### config.mk
export PLATFORM = sky130hd
export DESIGN_NAME = murmur3_32_byte_stream_hash
export DESIGN_NICKNAME = d
export VERILOG_FILES = /design/src/hw/rtl/mm3_pkg.sv /design/src/hw/rtl/murmur3_32_byte_stream_hash.sv /design/src/hw/rtl/mm3_front.sv /design/src/hw/rtl/mm3_queue.sv /design/src/hw/rtl/mm3_back.sv
export SDC_FILE = /design/constraint.sdc
export NUM_CORES = 2
export LEC_CHECK = 0
export BUFFER_PORTS_ARGS = -buffer_cell sky130_fd_sc_hd__buf_2
export CELL_PAD_IN_SITES_DETAIL_PLACEMENT = 0
export CELL_PAD_IN_SITES_GLOBAL_PLACEMENT = 2
export CORE_UTILIZATION = 29
export CTS_CLUSTER_SIZE = 40
export DETAILED_ROUTE_END_ITERATION = 10
export PLACE_DENSITY = 0.59
export SETUP_SLACK_MARGIN = 0.2
export SYNTH_ARGS = -nofsm -noshare
export SYNTH_HDL_FRONTEND = slang
export SYNTH_SLANG_ARGS = --single-unit
### constraint.sdc
create_clock -name clk -period 9.7 [get_ports clk]
set_input_delay 1.94 -clock clk [delete_from_list [all_inputs] [get_ports clk]]
set_output_delay 1.94 -clock clk [all_outputs]
set_load 0.01 [all_outputs]
### src/hw/rtl/mm3_pkg.sv
// Shared types, constants and helpers for the MurmurHash3 byte stream hash.
package mm3_pkg;

    localparam logic [31:0] MIX_C1 = 32'hcc9e2d51;
    localparam logic [31:0] MIX_C2 = 32'h1b873593;
    localparam logic [31:0] MIX_N  = 32'he6546b64;
    localparam logic [31:0] FIN_M1 = 32'h85ebca6b;
    localparam logic [31:0] FIN_M2 = 32'hc2b2ae35;

    localparam int QUEUE_DEPTH = 4;

    localparam logic [1:0] PHASE_LAST = 2'd3;

    typedef struct packed {
        logic        load_seed;
        logic [31:0] seed;
        logic        do_block;
        logic [31:0] block;
        logic        do_final;
        logic        has_tail;
        logic [23:0] tail;
        logic [31:0] length;
    } cmd_t;

    typedef enum logic [3:0] {
        ST_IDLE,
        ST_SCR_C1,
        ST_SCR_C2,
        ST_BLK_MIX,
        ST_TAIL_MIX,
        ST_FIN_LEN,
        ST_FIN_M1,
        ST_FIN_M2,
        ST_FIN_OUT
    } back_state_t;

    function automatic logic [31:0] rotl15(input logic [31:0] v);
        return {v[16:0], v[31:17]};
    endfunction

    function automatic logic [31:0] rotl13(input logic [31:0] v);
        return {v[18:0], v[31:19]};
    endfunction

    function automatic logic [31:0] xorshift16(input logic [31:0] v);
        return v ^ {16'd0, v[31:16]};
    endfunction

    function automatic logic [31:0] xorshift13(input logic [31:0] v);
        return v ^ {13'd0, v[31:13]};
    endfunction

endpackage

### src/hw/rtl/murmur3_32_byte_stream_hash.sv
// Top level of the MurmurHash3 x86 32-bit byte stream hash.
// Input: one byte request per cycle while the command queue has room.
// 4-byte blocks mix on the shared multiplier; bytes stream at 1/cycle while queue has room.
// out_valid is set in ST_FIN_OUT, after ST_FIN_LEN, ST_FIN_M1 and ST_FIN_M2;
// a final block and a tail are mixed first if present; queued commands and out_stall delay it.
// Reset (rst_n low, async) clears the hash, gatherer, length, queue and output valid.
module murmur3_32_byte_stream_hash
#(
    parameter int QUEUE_DEPTH = mm3_pkg::QUEUE_DEPTH
)
(
    input  logic        clk,
    input  logic        rst_n,
    input  logic        in_valid,
    output logic        in_stall,
    input  logic [31:0] seed,
    input  logic [7:0]  data_byte,
    input  logic        has_byte,
    input  logic        first,
    input  logic        last,
    output logic        out_valid,
    input  logic        out_stall,
    output logic [31:0] hash_value
);

    logic          push;
    logic          full;
    logic          pop;
    logic          head_valid;
    mm3_pkg::cmd_t push_cmd;
    mm3_pkg::cmd_t head_cmd;

    mm3_front u_front
    (
        .clk       (clk),
        .rst_n     (rst_n),
        .in_valid  (in_valid),
        .in_stall  (in_stall),
        .seed      (seed),
        .data_byte (data_byte),
        .has_byte  (has_byte),
        .first     (first),
        .last      (last),
        .push      (push),
        .push_cmd  (push_cmd),
        .full      (full)
    );

    mm3_queue #(.DEPTH(QUEUE_DEPTH)) u_queue
    (
        .clk        (clk),
        .rst_n      (rst_n),
        .push       (push),
        .push_cmd   (push_cmd),
        .full       (full),
        .pop        (pop),
        .head_valid (head_valid),
        .head_cmd   (head_cmd)
    );

    mm3_back u_back
    (
        .clk        (clk),
        .rst_n      (rst_n),
        .head_valid (head_valid),
        .head_cmd   (head_cmd),
        .pop        (pop),
        .out_valid  (out_valid),
        .out_stall  (out_stall),
        .hash_value (hash_value)
    );

endmodule

### src/hw/rtl/mm3_front.sv
// Front end: takes byte requests, gathers blocks, counts length, issues commands.
module mm3_front
(
    input  logic                clk,
    input  logic                rst_n,
    input  logic                in_valid,
    output logic                in_stall,
    input  logic [31:0]         seed,
    input  logic [7:0]          data_byte,
    input  logic                has_byte,
    input  logic                first,
    input  logic                last,
    output logic                push,
    output mm3_pkg::cmd_t       push_cmd,
    input  logic                full
);

    logic [23:0] pend_reg;
    logic [23:0] pend_next;
    logic [1:0]  phase_reg;
    logic [1:0]  phase_next;
    logic [31:0] len_reg;
    logic [31:0] len_next;

    logic [23:0] pend_cur;
    logic [1:0]  phase_cur;
    logic [31:0] len_cur;
    logic        accept;
    mm3_pkg::cmd_t cmd;

    assign in_stall = full;
    assign accept   = in_valid && !full;

    always_comb
    begin
        pend_cur   = first ? 24'd0 : pend_reg;
        phase_cur  = first ? 2'd0 : phase_reg;
        len_cur    = first ? 32'd0 : len_reg;
        pend_next  = pend_cur;
        phase_next = phase_cur;
        len_next   = len_cur;

        cmd           = '0;
        cmd.load_seed = first;
        cmd.seed      = seed;

        if (has_byte)
        begin
            len_next = len_cur + 32'd1;
            if (phase_cur == mm3_pkg::PHASE_LAST)
            begin
                cmd.do_block = 1'b1;
                cmd.block    = {data_byte, pend_cur};
                pend_next    = 24'd0;
                phase_next   = 2'd0;
            end
            else
            begin
                case (phase_cur)
                    2'd0:    pend_next[7:0]   = data_byte;
                    2'd1:    pend_next[15:8]  = data_byte;
                    default: pend_next[23:16] = data_byte;
                endcase
                phase_next = phase_cur + 2'd1;
            end
        end

        if (last)
        begin
            cmd.do_final = 1'b1;
            cmd.has_tail = (phase_next != 2'd0);
            cmd.tail     = pend_next;
            cmd.length   = len_next;
            pend_next    = 24'd0;
            phase_next   = 2'd0;
            len_next     = 32'd0;
        end
    end

    assign push     = accept && (cmd.load_seed || cmd.do_block || cmd.do_final);
    assign push_cmd = cmd;

    always_ff @(posedge clk or negedge rst_n)
    begin
        if (!rst_n)
        begin
            pend_reg  <= '0;
            phase_reg <= '0;
            len_reg   <= '0;
        end
        else if (accept)
        begin
            pend_reg  <= pend_next;
            phase_reg <= phase_next;
            len_reg   <= len_next;
        end
    end

    a_last_clears: assert property (@(posedge clk) disable iff (!rst_n)
        (accept && last) |=> (phase_reg == 2'd0 && len_reg == 32'd0 && pend_reg == 24'd0))
        else $error("gatherer not cleared after last request");

endmodule

### src/hw/rtl/mm3_queue.sv
// Short command queue between the front end and the mixing engine.
module mm3_queue
#(
    parameter int DEPTH = mm3_pkg::QUEUE_DEPTH
)
(
    input  logic          clk,
    input  logic          rst_n,
    input  logic          push,
    input  mm3_pkg::cmd_t push_cmd,
    output logic          full,
    input  logic          pop,
    output logic          head_valid,
    output mm3_pkg::cmd_t head_cmd
);

    localparam int PW = (DEPTH > 1) ? $clog2(DEPTH) : 1;
    localparam int CW = $clog2(DEPTH + 1);

    mm3_pkg::cmd_t mem_reg [DEPTH];
    logic [PW-1:0] wr_ptr_reg;
    logic [PW-1:0] wr_ptr_next;
    logic [PW-1:0] rd_ptr_reg;
    logic [PW-1:0] rd_ptr_next;
    logic [CW-1:0] count_reg;
    logic [CW-1:0] count_next;
    logic          do_push;
    logic          do_pop;

    assign full       = (count_reg == CW'(DEPTH));
    assign head_valid = (count_reg != '0);
    assign head_cmd   = mem_reg[rd_ptr_reg];
    assign do_push    = push && !full;
    assign do_pop     = pop && head_valid;

    always_comb
    begin
        wr_ptr_next = wr_ptr_reg;
        rd_ptr_next = rd_ptr_reg;
        count_next  = count_reg;
        if (do_push)
        begin
            wr_ptr_next = (wr_ptr_reg == PW'(DEPTH - 1)) ? '0 : wr_ptr_reg + 1'b1;
        end
        if (do_pop)
        begin
            rd_ptr_next = (rd_ptr_reg == PW'(DEPTH - 1)) ? '0 : rd_ptr_reg + 1'b1;
        end
        case ({do_push, do_pop})
            2'b10:   count_next = count_reg + 1'b1;
            2'b01:   count_next = count_reg - 1'b1;
            default: count_next = count_reg;
        endcase
    end

    always_ff @(posedge clk or negedge rst_n)
    begin
        if (!rst_n)
        begin
            wr_ptr_reg <= '0;
            rd_ptr_reg <= '0;
            count_reg  <= '0;
        end
        else
        begin
            wr_ptr_reg <= wr_ptr_next;
            rd_ptr_reg <= rd_ptr_next;
            count_reg  <= count_next;
        end
    end

    always_ff @(posedge clk)
    begin
        if (do_push)
        begin
            mem_reg[wr_ptr_reg] <= push_cmd;
        end
    end

    a_count_bound: assert property (@(posedge clk) disable iff (!rst_n)
        count_reg <= CW'(DEPTH))
        else $error("queue count beyond depth");

    a_push_grows: assert property (@(posedge clk) disable iff (!rst_n)
        (do_push && !do_pop) |=> (count_reg == $past(count_reg) + 1'b1))
        else $error("queue count did not follow push");

endmodule

### src/hw/rtl/mm3_back.sv
// Mixing engine: block mix, tail mix and finalizer on one shared multiplier.
module mm3_back
(
    input  logic          clk,
    input  logic          rst_n,
    input  logic          head_valid,
    input  mm3_pkg::cmd_t head_cmd,
    output logic          pop,
    output logic          out_valid,
    input  logic          out_stall,
    output logic [31:0]   hash_value
);

    mm3_pkg::back_state_t state_reg;
    mm3_pkg::back_state_t state_next;
    logic [31:0]   h_reg;
    logic [31:0]   h_next;
    logic [31:0]   x_reg;
    logic [31:0]   x_next;
    logic          tail_mode_reg;
    logic          tail_mode_next;
    mm3_pkg::cmd_t cmd_reg;
    mm3_pkg::cmd_t cmd_next;
    logic          out_valid_reg;
    logic          out_valid_next;
    logic [31:0]   hash_reg;
    logic [31:0]   hash_next;

    logic [31:0]   mul_a;
    logic [31:0]   mul_b;
    logic [31:0]   mul_p;
    logic [31:0]   mixed;
    logic [31:0]   fin_v;

    assign mul_p = mul_a * mul_b;

    always_comb
    begin
        state_next     = state_reg;
        h_next         = h_reg;
        x_next         = x_reg;
        tail_mode_next = tail_mode_reg;
        cmd_next       = cmd_reg;
        hash_next      = hash_reg;
        pop            = 1'b0;
        mul_a          = x_reg;
        mul_b          = mm3_pkg::MIX_C1;
        mixed          = mm3_pkg::rotl13(h_reg ^ x_reg);
        fin_v          = mm3_pkg::xorshift16(h_reg);

        out_valid_next = out_valid_reg && out_stall;

        case (state_reg)
            mm3_pkg::ST_IDLE:
            begin
                if (head_valid)
                begin
                    pop      = 1'b1;
                    cmd_next = head_cmd;
                    if (head_cmd.load_seed)
                    begin
                        h_next = head_cmd.seed;
                    end
                    if (head_cmd.do_block)
                    begin
                        x_next         = head_cmd.block;
                        tail_mode_next = 1'b0;
                        state_next     = mm3_pkg::ST_SCR_C1;
                    end
                    else if (head_cmd.do_final && head_cmd.has_tail)
                    begin
                        x_next         = {8'd0, head_cmd.tail};
                        tail_mode_next = 1'b1;
                        state_next     = mm3_pkg::ST_SCR_C1;
                    end
                    else if (head_cmd.do_final)
                    begin
                        state_next = mm3_pkg::ST_FIN_LEN;
                    end
                end
            end
            mm3_pkg::ST_SCR_C1:
            begin
                mul_a      = x_reg;
                mul_b      = mm3_pkg::MIX_C1;
                x_next     = mm3_pkg::rotl15(mul_p);
                state_next = mm3_pkg::ST_SCR_C2;
            end
            mm3_pkg::ST_SCR_C2:
            begin
                mul_a      = x_reg;
                mul_b      = mm3_pkg::MIX_C2;
                x_next     = mul_p;
                state_next = tail_mode_reg ? mm3_pkg::ST_TAIL_MIX : mm3_pkg::ST_BLK_MIX;
            end
            mm3_pkg::ST_BLK_MIX:
            begin
                h_next = {mixed[29:0], 2'b00} + mixed + mm3_pkg::MIX_N;
                if (cmd_reg.do_final && cmd_reg.has_tail)
                begin
                    x_next         = {8'd0, cmd_reg.tail};
                    tail_mode_next = 1'b1;
                    state_next     = mm3_pkg::ST_SCR_C1;
                end
                else if (cmd_reg.do_final)
                begin
                    state_next = mm3_pkg::ST_FIN_LEN;
                end
                else
                begin
                    state_next = mm3_pkg::ST_IDLE;
                end
            end
            mm3_pkg::ST_TAIL_MIX:
            begin
                h_next     = h_reg ^ x_reg;
                state_next = mm3_pkg::ST_FIN_LEN;
            end
            mm3_pkg::ST_FIN_LEN:
            begin
                h_next     = mm3_pkg::xorshift16(h_reg ^ cmd_reg.length);
                state_next = mm3_pkg::ST_FIN_M1;
            end
            mm3_pkg::ST_FIN_M1:
            begin
                mul_a      = h_reg;
                mul_b      = mm3_pkg::FIN_M1;
                h_next     = mul_p;
                state_next = mm3_pkg::ST_FIN_M2;
            end
            mm3_pkg::ST_FIN_M2:
            begin
                mul_a      = mm3_pkg::xorshift13(h_reg);
                mul_b      = mm3_pkg::FIN_M2;
                h_next     = mul_p;
                state_next = mm3_pkg::ST_FIN_OUT;
            end
            mm3_pkg::ST_FIN_OUT:
            begin
                if (!(out_valid_reg && out_stall))
                begin
                    out_valid_next = 1'b1;
                    hash_next      = fin_v;
                    h_next         = fin_v;
                    state_next     = mm3_pkg::ST_IDLE;
                end
            end
            default:
            begin
                state_next = mm3_pkg::ST_IDLE;
            end
        endcase
    end

    always_ff @(posedge clk or negedge rst_n)
    begin
        if (!rst_n)
        begin
            state_reg     <= mm3_pkg::ST_IDLE;
            h_reg         <= '0;
            out_valid_reg <= 1'b0;
            tail_mode_reg <= 1'b0;
        end
        else
        begin
            state_reg     <= state_next;
            h_reg         <= h_next;
            out_valid_reg <= out_valid_next;
            tail_mode_reg <= tail_mode_next;
        end
    end

    always_ff @(posedge clk)
    begin
        x_reg    <= x_next;
        cmd_reg  <= cmd_next;
        hash_reg <= hash_next;
    end

    assign out_valid  = out_valid_reg;
    assign hash_value = hash_reg;

    a_emit: assert property (@(posedge clk) disable iff (!rst_n)
        (state_reg == mm3_pkg::ST_FIN_OUT && !(out_valid_reg && out_stall))
        |=> (out_valid_reg && state_reg == mm3_pkg::ST_IDLE && hash_reg == h_reg))
        else $error("finalized hash not emitted");

    a_pop_idle: assert property (@(posedge clk) disable iff (!rst_n)
        (state_reg != mm3_pkg::ST_IDLE) |-> !pop)
        else $error("command popped while busy");

endmodule
# Yosys cells after proc, flatten, opt, wreduce, memory -nomap -nowiden
# Memories as Yosys holds them, arrays and structs flattened.
# Index checks and enable logic that the tools add are counted.
[op_classes]
addsub = 8
n_mul = 1
n_eq_ne = 21
n_mux = 50
bitwise = 6
reduce_logical = 26
[ops]
columns = ["operator", "count"]
rows = [
  ["two-way mux 32 bit", 10],
  ["case mux 32 bit (6 select lines)", 1],
  ["case mux 32 bit (4 select lines)", 1],
  ["two-way mux 24 bit", 4],
  ["case mux 32 bit (3 select lines)", 1],
  ["two-way mux 33 bit", 2],
  ["case mux 32 bit (2 select lines)", 1],
  ["XOR 32 x 16 -> 32 bit", 2],
  ["XOR 32 bit", 2],
  ["two-way mux 58 bit", 1],
  ["case mux 4 bit (9 select lines)", 1],
  ["adder 32 x 1 -> 32 bit (second input constant)", 1],
  ["adder 32 bit", 1],
  ["adder 32 bit (second input constant)", 1],
  ["multiplier 32 x 32 -> 32 bit", 1],
  ["XOR 32 x 19 -> 32 bit", 1],
  ["two-way mux 4 bit", 6],
  ["two-way mux 8 bit", 3],
  ["equality test 4 x 3 -> 1 bit (second input constant)", 4],
  ["two-way mux 2 bit", 6],
  ["AND reduction 4 bit", 3],
  ["two-way mux 1 bit", 9],
  ["equality test 2 bit (second input constant)", 4],
  ["equality test 4 x 2 -> 1 bit (second input constant)", 2],
  ["other kinds (27)", 44],
]
[totals]
regBits = 225
ramBits = 496
inputBits = 47
elab_cells = 129
memories = 1
[memory_table]
columns = ["name", "depth", "width", "rd", "rd_ports_with_merged_regs", "write_ports", "line_no", "source"]
rows = [
  ["u_queue.mem_reg", 4, 124, 1, 0, 1, "mm3_queue.sv:20", "mm3_pkg::cmd_t mem_reg [DEPTH];"],
]

# Logic depth before layout (Yosys ltp)
[logic_depth]
ltp_word = 12
ltp_mapped = 37
mapped_depth_nobuf = 34

# By module
# A second synthesis with hierarchy kept.
[hier_totals]
hier_cells = 3951
hier_area_um2 = 48168.7
[modules_own_cells]
columns = ["mod", "n_inst", "cells_each", "area_per_inst_um2", "seq_area_each_um2"]
rows = [
  ["mm3_back", 1, 2667, 25116.6, 4614.4],
  ["mm3_queue", 1, 688, 18297.5, 15069.5],
  ["mm3_front", 1, 596, 4754.6, 1451.4],
]

# Least setup slack after synthesis
# No wires, ideal clock.
[synth_path]
path_kind = "register to register"
start = "reg u_back.state_reg[3]"
end = "reg u_back.x_reg[30] (data pin)"
arrival_ps = 7912
required_ps = 9438
setup_slack_ps = 1526
path_stages_with_launch = 31
synth_period_minus_slack_ps = 8174
path_cell_list = "dfrtp_1 -> buf_6 -> nand3b_1 -> buf_4 -> buf_6 -> clkbuf_1 -> clkbuf_1 -> nor2_1 -> nor2_1 -> nor2_1 -> fa_1 -> fa_1 -> inv_1 -> fa_1 -> fa_1 -> inv_1 -> fa_1 -> fa_1 -> fa_1 -> fa_1 -> ha_1 -> a21oi_1 -> o21ai_0 -> a21o_1 -> a21oi_1 -> o21ai_0 -> o21ai_0 -> a31oi_1 -> xor2_1 -> a222oi_1 -> inv_1"
[synth_via]
elab_chain_len = 4
[synth_lines]
columns = ["element", "line_no", "source"]
rows = [
  ["from (decl)", "mm3_back.sv:14", "mm3_pkg::back_state_t state_reg;"],
  ["from (signal assigned)", "mm3_back.sv:159", "state_reg <= mm3_pkg::ST_IDLE;"],
  ["from (signal assigned)", "mm3_back.sv:166", "state_reg <= state_next;"],
  ["equality test 4 x 3 -> 1 bit or equality test 4 x 2 -> 1 bit (tied branches)", "mm3_back.sv:53", "case (state_reg)"],
  ["case mux 32 bit (3 select lines) or case mux 32 bit (2 select lines) (tied branches)", "mm3_back.sv:53", ""],
  ["multiplier 32 x 32 -> 32 bit", "mm3_back.sv:35", "assign mul_p = mul_a * mul_b;"],
  ["case mux 32 bit (4 select lines) *", "mm3_back.sv:53", ""],
  ["named net u_back.x_next[30]", "mm3_back.sv:19", "logic [31:0] x_next;"],
  ["to (signal assigned)", "mm3_back.sv:175", "x_reg <= x_next;"],
  ["to (decl)", "mm3_back.sv:18", "logic [31:0] x_reg;"],
]
# Mark *: on every way through the listed nets, which the timed path passes. The rest lies on a longest branch.
# A chain may end at the register's enable or synchronous reset.

# Final worst setup path
[layout_path]
start = "reg u_back.state_reg[2]"
end = "reg u_back.x_reg[30] (data pin)"
# Same word-level chain as after synthesis.

==> Flow_metrics.wiki <==
{| class="wikitable"
! Metric !! Value
|-
| First drt pass iteration count || 7
|-
| Clock transition at the registers of the reported paths || 0.06 ns
|-
| Worst reg2reg startpoint || u_back.state_reg[2]
|-
| RePlAce Congestion || 0.9457
|-
| Status || finished clean
|-
| Overall die area || 0.1653 sq mm
|-
| Slew at the pin closest to its max-slew limit || 1.280 ns
|-
| Number of flops mapped to enable cells by yosys || between 600 and 700
|-
| Net count of the mapped netlist || 4509
|-
| Total routing usage reported by global routing || between 20% and 30%
|-
| Post-synthesis average cell area || between 10 and 15 sq um
|-
| Initial cell density of the core || 29.19%
|-
| Initial antenna violation count || 6
|-
| Reg-to-reg endpoint || u_back.x_reg[30]
|-
| Most common library cells after synthesis || edfxtp_1 (618), inv_1 (560), fa_1 (393)
|-
| Startpoint of the tightest hold check path || u_front.phase_reg[0]
|-
| Cell count after synthesis || 3865
|-
| Count of input and output buffers || 80
|-
| Depth of the worst hold-timing path || 2
|-
| Antenna-violating nets left || 0
|-
| Path category of the worst min-delay check || register to register
|-
| Crit path launch type || register
|-
| Top cell type's share of synthesized area || around 40%
|-
| Htree depth || 3
|-
| Post-layout net count || between 4000 and 5000
|-
| Layout Area Growth over Synthesis || 13.40%
|-
| Clock buffer depth || 3
|-
| Largest area contributor in the synthesized netlist || edfxtp_1
|-
| Starting DRC count in detailed routing || ~2500
|-
| Fmax || 0.1098 GHz
|-
| Largest net degree at the start of global routing || ~130
|-
| Total Wirelength || 172.3 mm
|-
| Area of the mapped netlist || 0.04747 sq mm
|-
| Unrepaired setup endpoints after global routing || no
|-
| Critical path endpoint category || register
|-
| Final count of hold timing violations || 0
|-
| Final Slew Violations || 0
|-
| Total number of yosys warnings || 0
|-
| Post-route core utilization || 33.11%
|-
| Setup tns final || 0 ns
|-
| Floorplan row count || ~150
|-
| Congestion Overflow GR || 0
|-
| Via count of the first global-routing pass || 32170
|-
| Hold path endpoint || u_front.phase_reg[0]
|-
| Routed vias/inst || 4.940
|-
| DRC || 0
|-
| Data arrival time at the worst-slack endpoint || 9.51 ns
|-
| Clock tree from TritonCTS || done
|-
| # Max-Cap Violations || 0
|-
| Final setup fails || 0
|-
| Number of buffers added by the clock tree synthesis step || between 70 and 80
|-
| Critical setup path kind || register to register
|-
| Reg2reg path depth || 26
|-
| Post-route clock skew || about 0.038 ns
|-
| Die Width || about 410 um
|-
| Worst-case register-to-register setup slack || roughly 0.59 ns
|-
| Period utilization || 93.92%
|-
| Top area cells in the synthesized netlist || edfxtp_1 (39%), fa_1 (17%), mux4_2 (5.9%)
|-
| Leading cell type by number of instances after synthesis || edfxtp_1
|-
| Minimum clock period || 9.110 ns
|-
| Avg WL per Cell || roughly 28 um
|-
| Number of placed I/O pins || 81
|-
| Largest register FFs || just under 500
|-
| Count of cell types in the netlist || around 80
|-
| Ys flop type || edfxtp_1
|-
| Async SR Flop Fraction || 14.29%
|-
| Clock Sinks || 721
|-
| Portion of the post-synthesis area used by sequential elements || 44.53%
|-
| Relative slew margins || between 10% and 20%
|-
| Share of final-layout standard cells stronger than drive strength 1 || 13.03%
|-
| Chip Height || 406.6 um
|-
| Post-detail-place hpwl || 133.7 mm
|-
| Count of state elements after synthesis || 721
|-
| Largest driver fanout on the critical path || 16
|-
| Clock Latency Late Sink || ~0.7 ns
|-
| Cell at the root of the clock tree || clkbuf_16
|-
| Wire length of the first global-routing pass || about 250 mm
|-
| Floorplan core area || 0.1626 sq mm
|-
| Required time of the worst setup path || 10.10 ns
|-
| Via count || approximately 31000
|}
[per-layer routing]
layer / GRT usage [%] / wire length (um)
met1: 30.13 / 79700
met2: 33.38 / 79750
met3: 2.517 / 8203
met4: 5.923 / 4645
met5: 0 / 13
[cells by family after synthesis]
| logic type | count (synthesis) | synth area share (%) |
|---|---|---|
| flip-flops | 721 | 44.53 |
| AO/OA/AOI/OAI | 548 | 7.473 |
| XOR/XNOR | 245 | 4.666 |
| multiplexers | 175 | 6.996 |
| buffers and inverters | 749 | 6.063 |
| adder cells (fa/ha/maj) | 597 | 21.95 |
| AND/OR/NAND/NOR | 830 | 8.324 |
[stage by stage]
step,hold WS (ns),std cells,area [sq um],setup slack [ns]
2_1_floorplan,0.4196,3865,47470,1.526
3_3_place_gp,0.4520,6073,51020,0.3220
3_5_place_dp,0.4577,6074,51030,0.2729
4_1_cts,0.4713,6216,53770,0.2088
5_1_grt,0.5133,6218,53820,0.2053
6_report,0.4693,6220,53830,0.5899
[critical path, cell delays in order, from the launching register on]
cell,delay (ns)
dfrtp_1,0.47
buf_4,0.18
buf_4,0.19
nor3b_4,0.57
nand2_1,0.37
buf_4,0.36
nor2_1,0.25
fa_1,0.50
fa_1,0.51
fa_1,0.52
inv_1,0.05
fa_1,0.48
inv_1,0.06
fa_1,0.48
fa_1,0.52
fa_1,0.65
fa_1,0.47
ha_1,0.40
nand2_1,0.14
nor3_1,0.21
inv_1,0.08
a211oi_2,0.33
o21ai_0,0.18
a31oi_1,0.23
xor2_1,0.15
a222oi_1,0.38
inv_1,0.08
[layout by cell type (no fill, tap or decap), drive strengths merged, types with 95 or more instances in the layout]
master and count:
a21oi 150, and2 101, buf 223, clkbuf 95, dfrtp 103, edfxtp 618
fa 393, ha 204, inv 565, mux4 124, nand2 306, nor2 214
o21ai 148, xnor2 150
[repair_timing]
item	CTS	global route
hold endpoints to repair	0	0
setup endpoints to repair	0	21
setup buffers	0	2
hold buffers	0	0
gates resized for setup	0	12
[area by class of cell]
type / count / area (sq um)
Antenna cell: 2 / 5.005
Clock buffer: 95 / 2023
Clock inverter: 47 / 714.4
Fill cell: 16500 / 108800
Inverter: 562 / 2110
Multi-Input combinational cell: 2395 / 23570
Sequential cell: 721 / 21140
Tap cell: 2175 / 2721
Timing Repair Buffer: 223 / 1539
[worst max-delay path by stage]
stage	start	end	slack [ns]	cells after the start
final	u_back.state_reg[2]	u_back.x_reg[30]	0.59	26
after global routing	u_back.state_reg[1]	u_back.x_reg[24]	0.21	28
after CTS	u_back.state_reg[2]	u_back.x_reg[30]	0.21	26
after floorplan	u_back.state_reg[3]	u_back.x_reg[30]	1.53	30
after detailed placement	u_back.state_reg[2]	u_back.x_reg[30]	0.27	26
after global placement	u_back.state_reg[2]	u_back.x_reg[14]	0.32	29
Power is not shown: default switching activity piles up to over one toggle a cycle in this logic, so the estimate is an artifact.
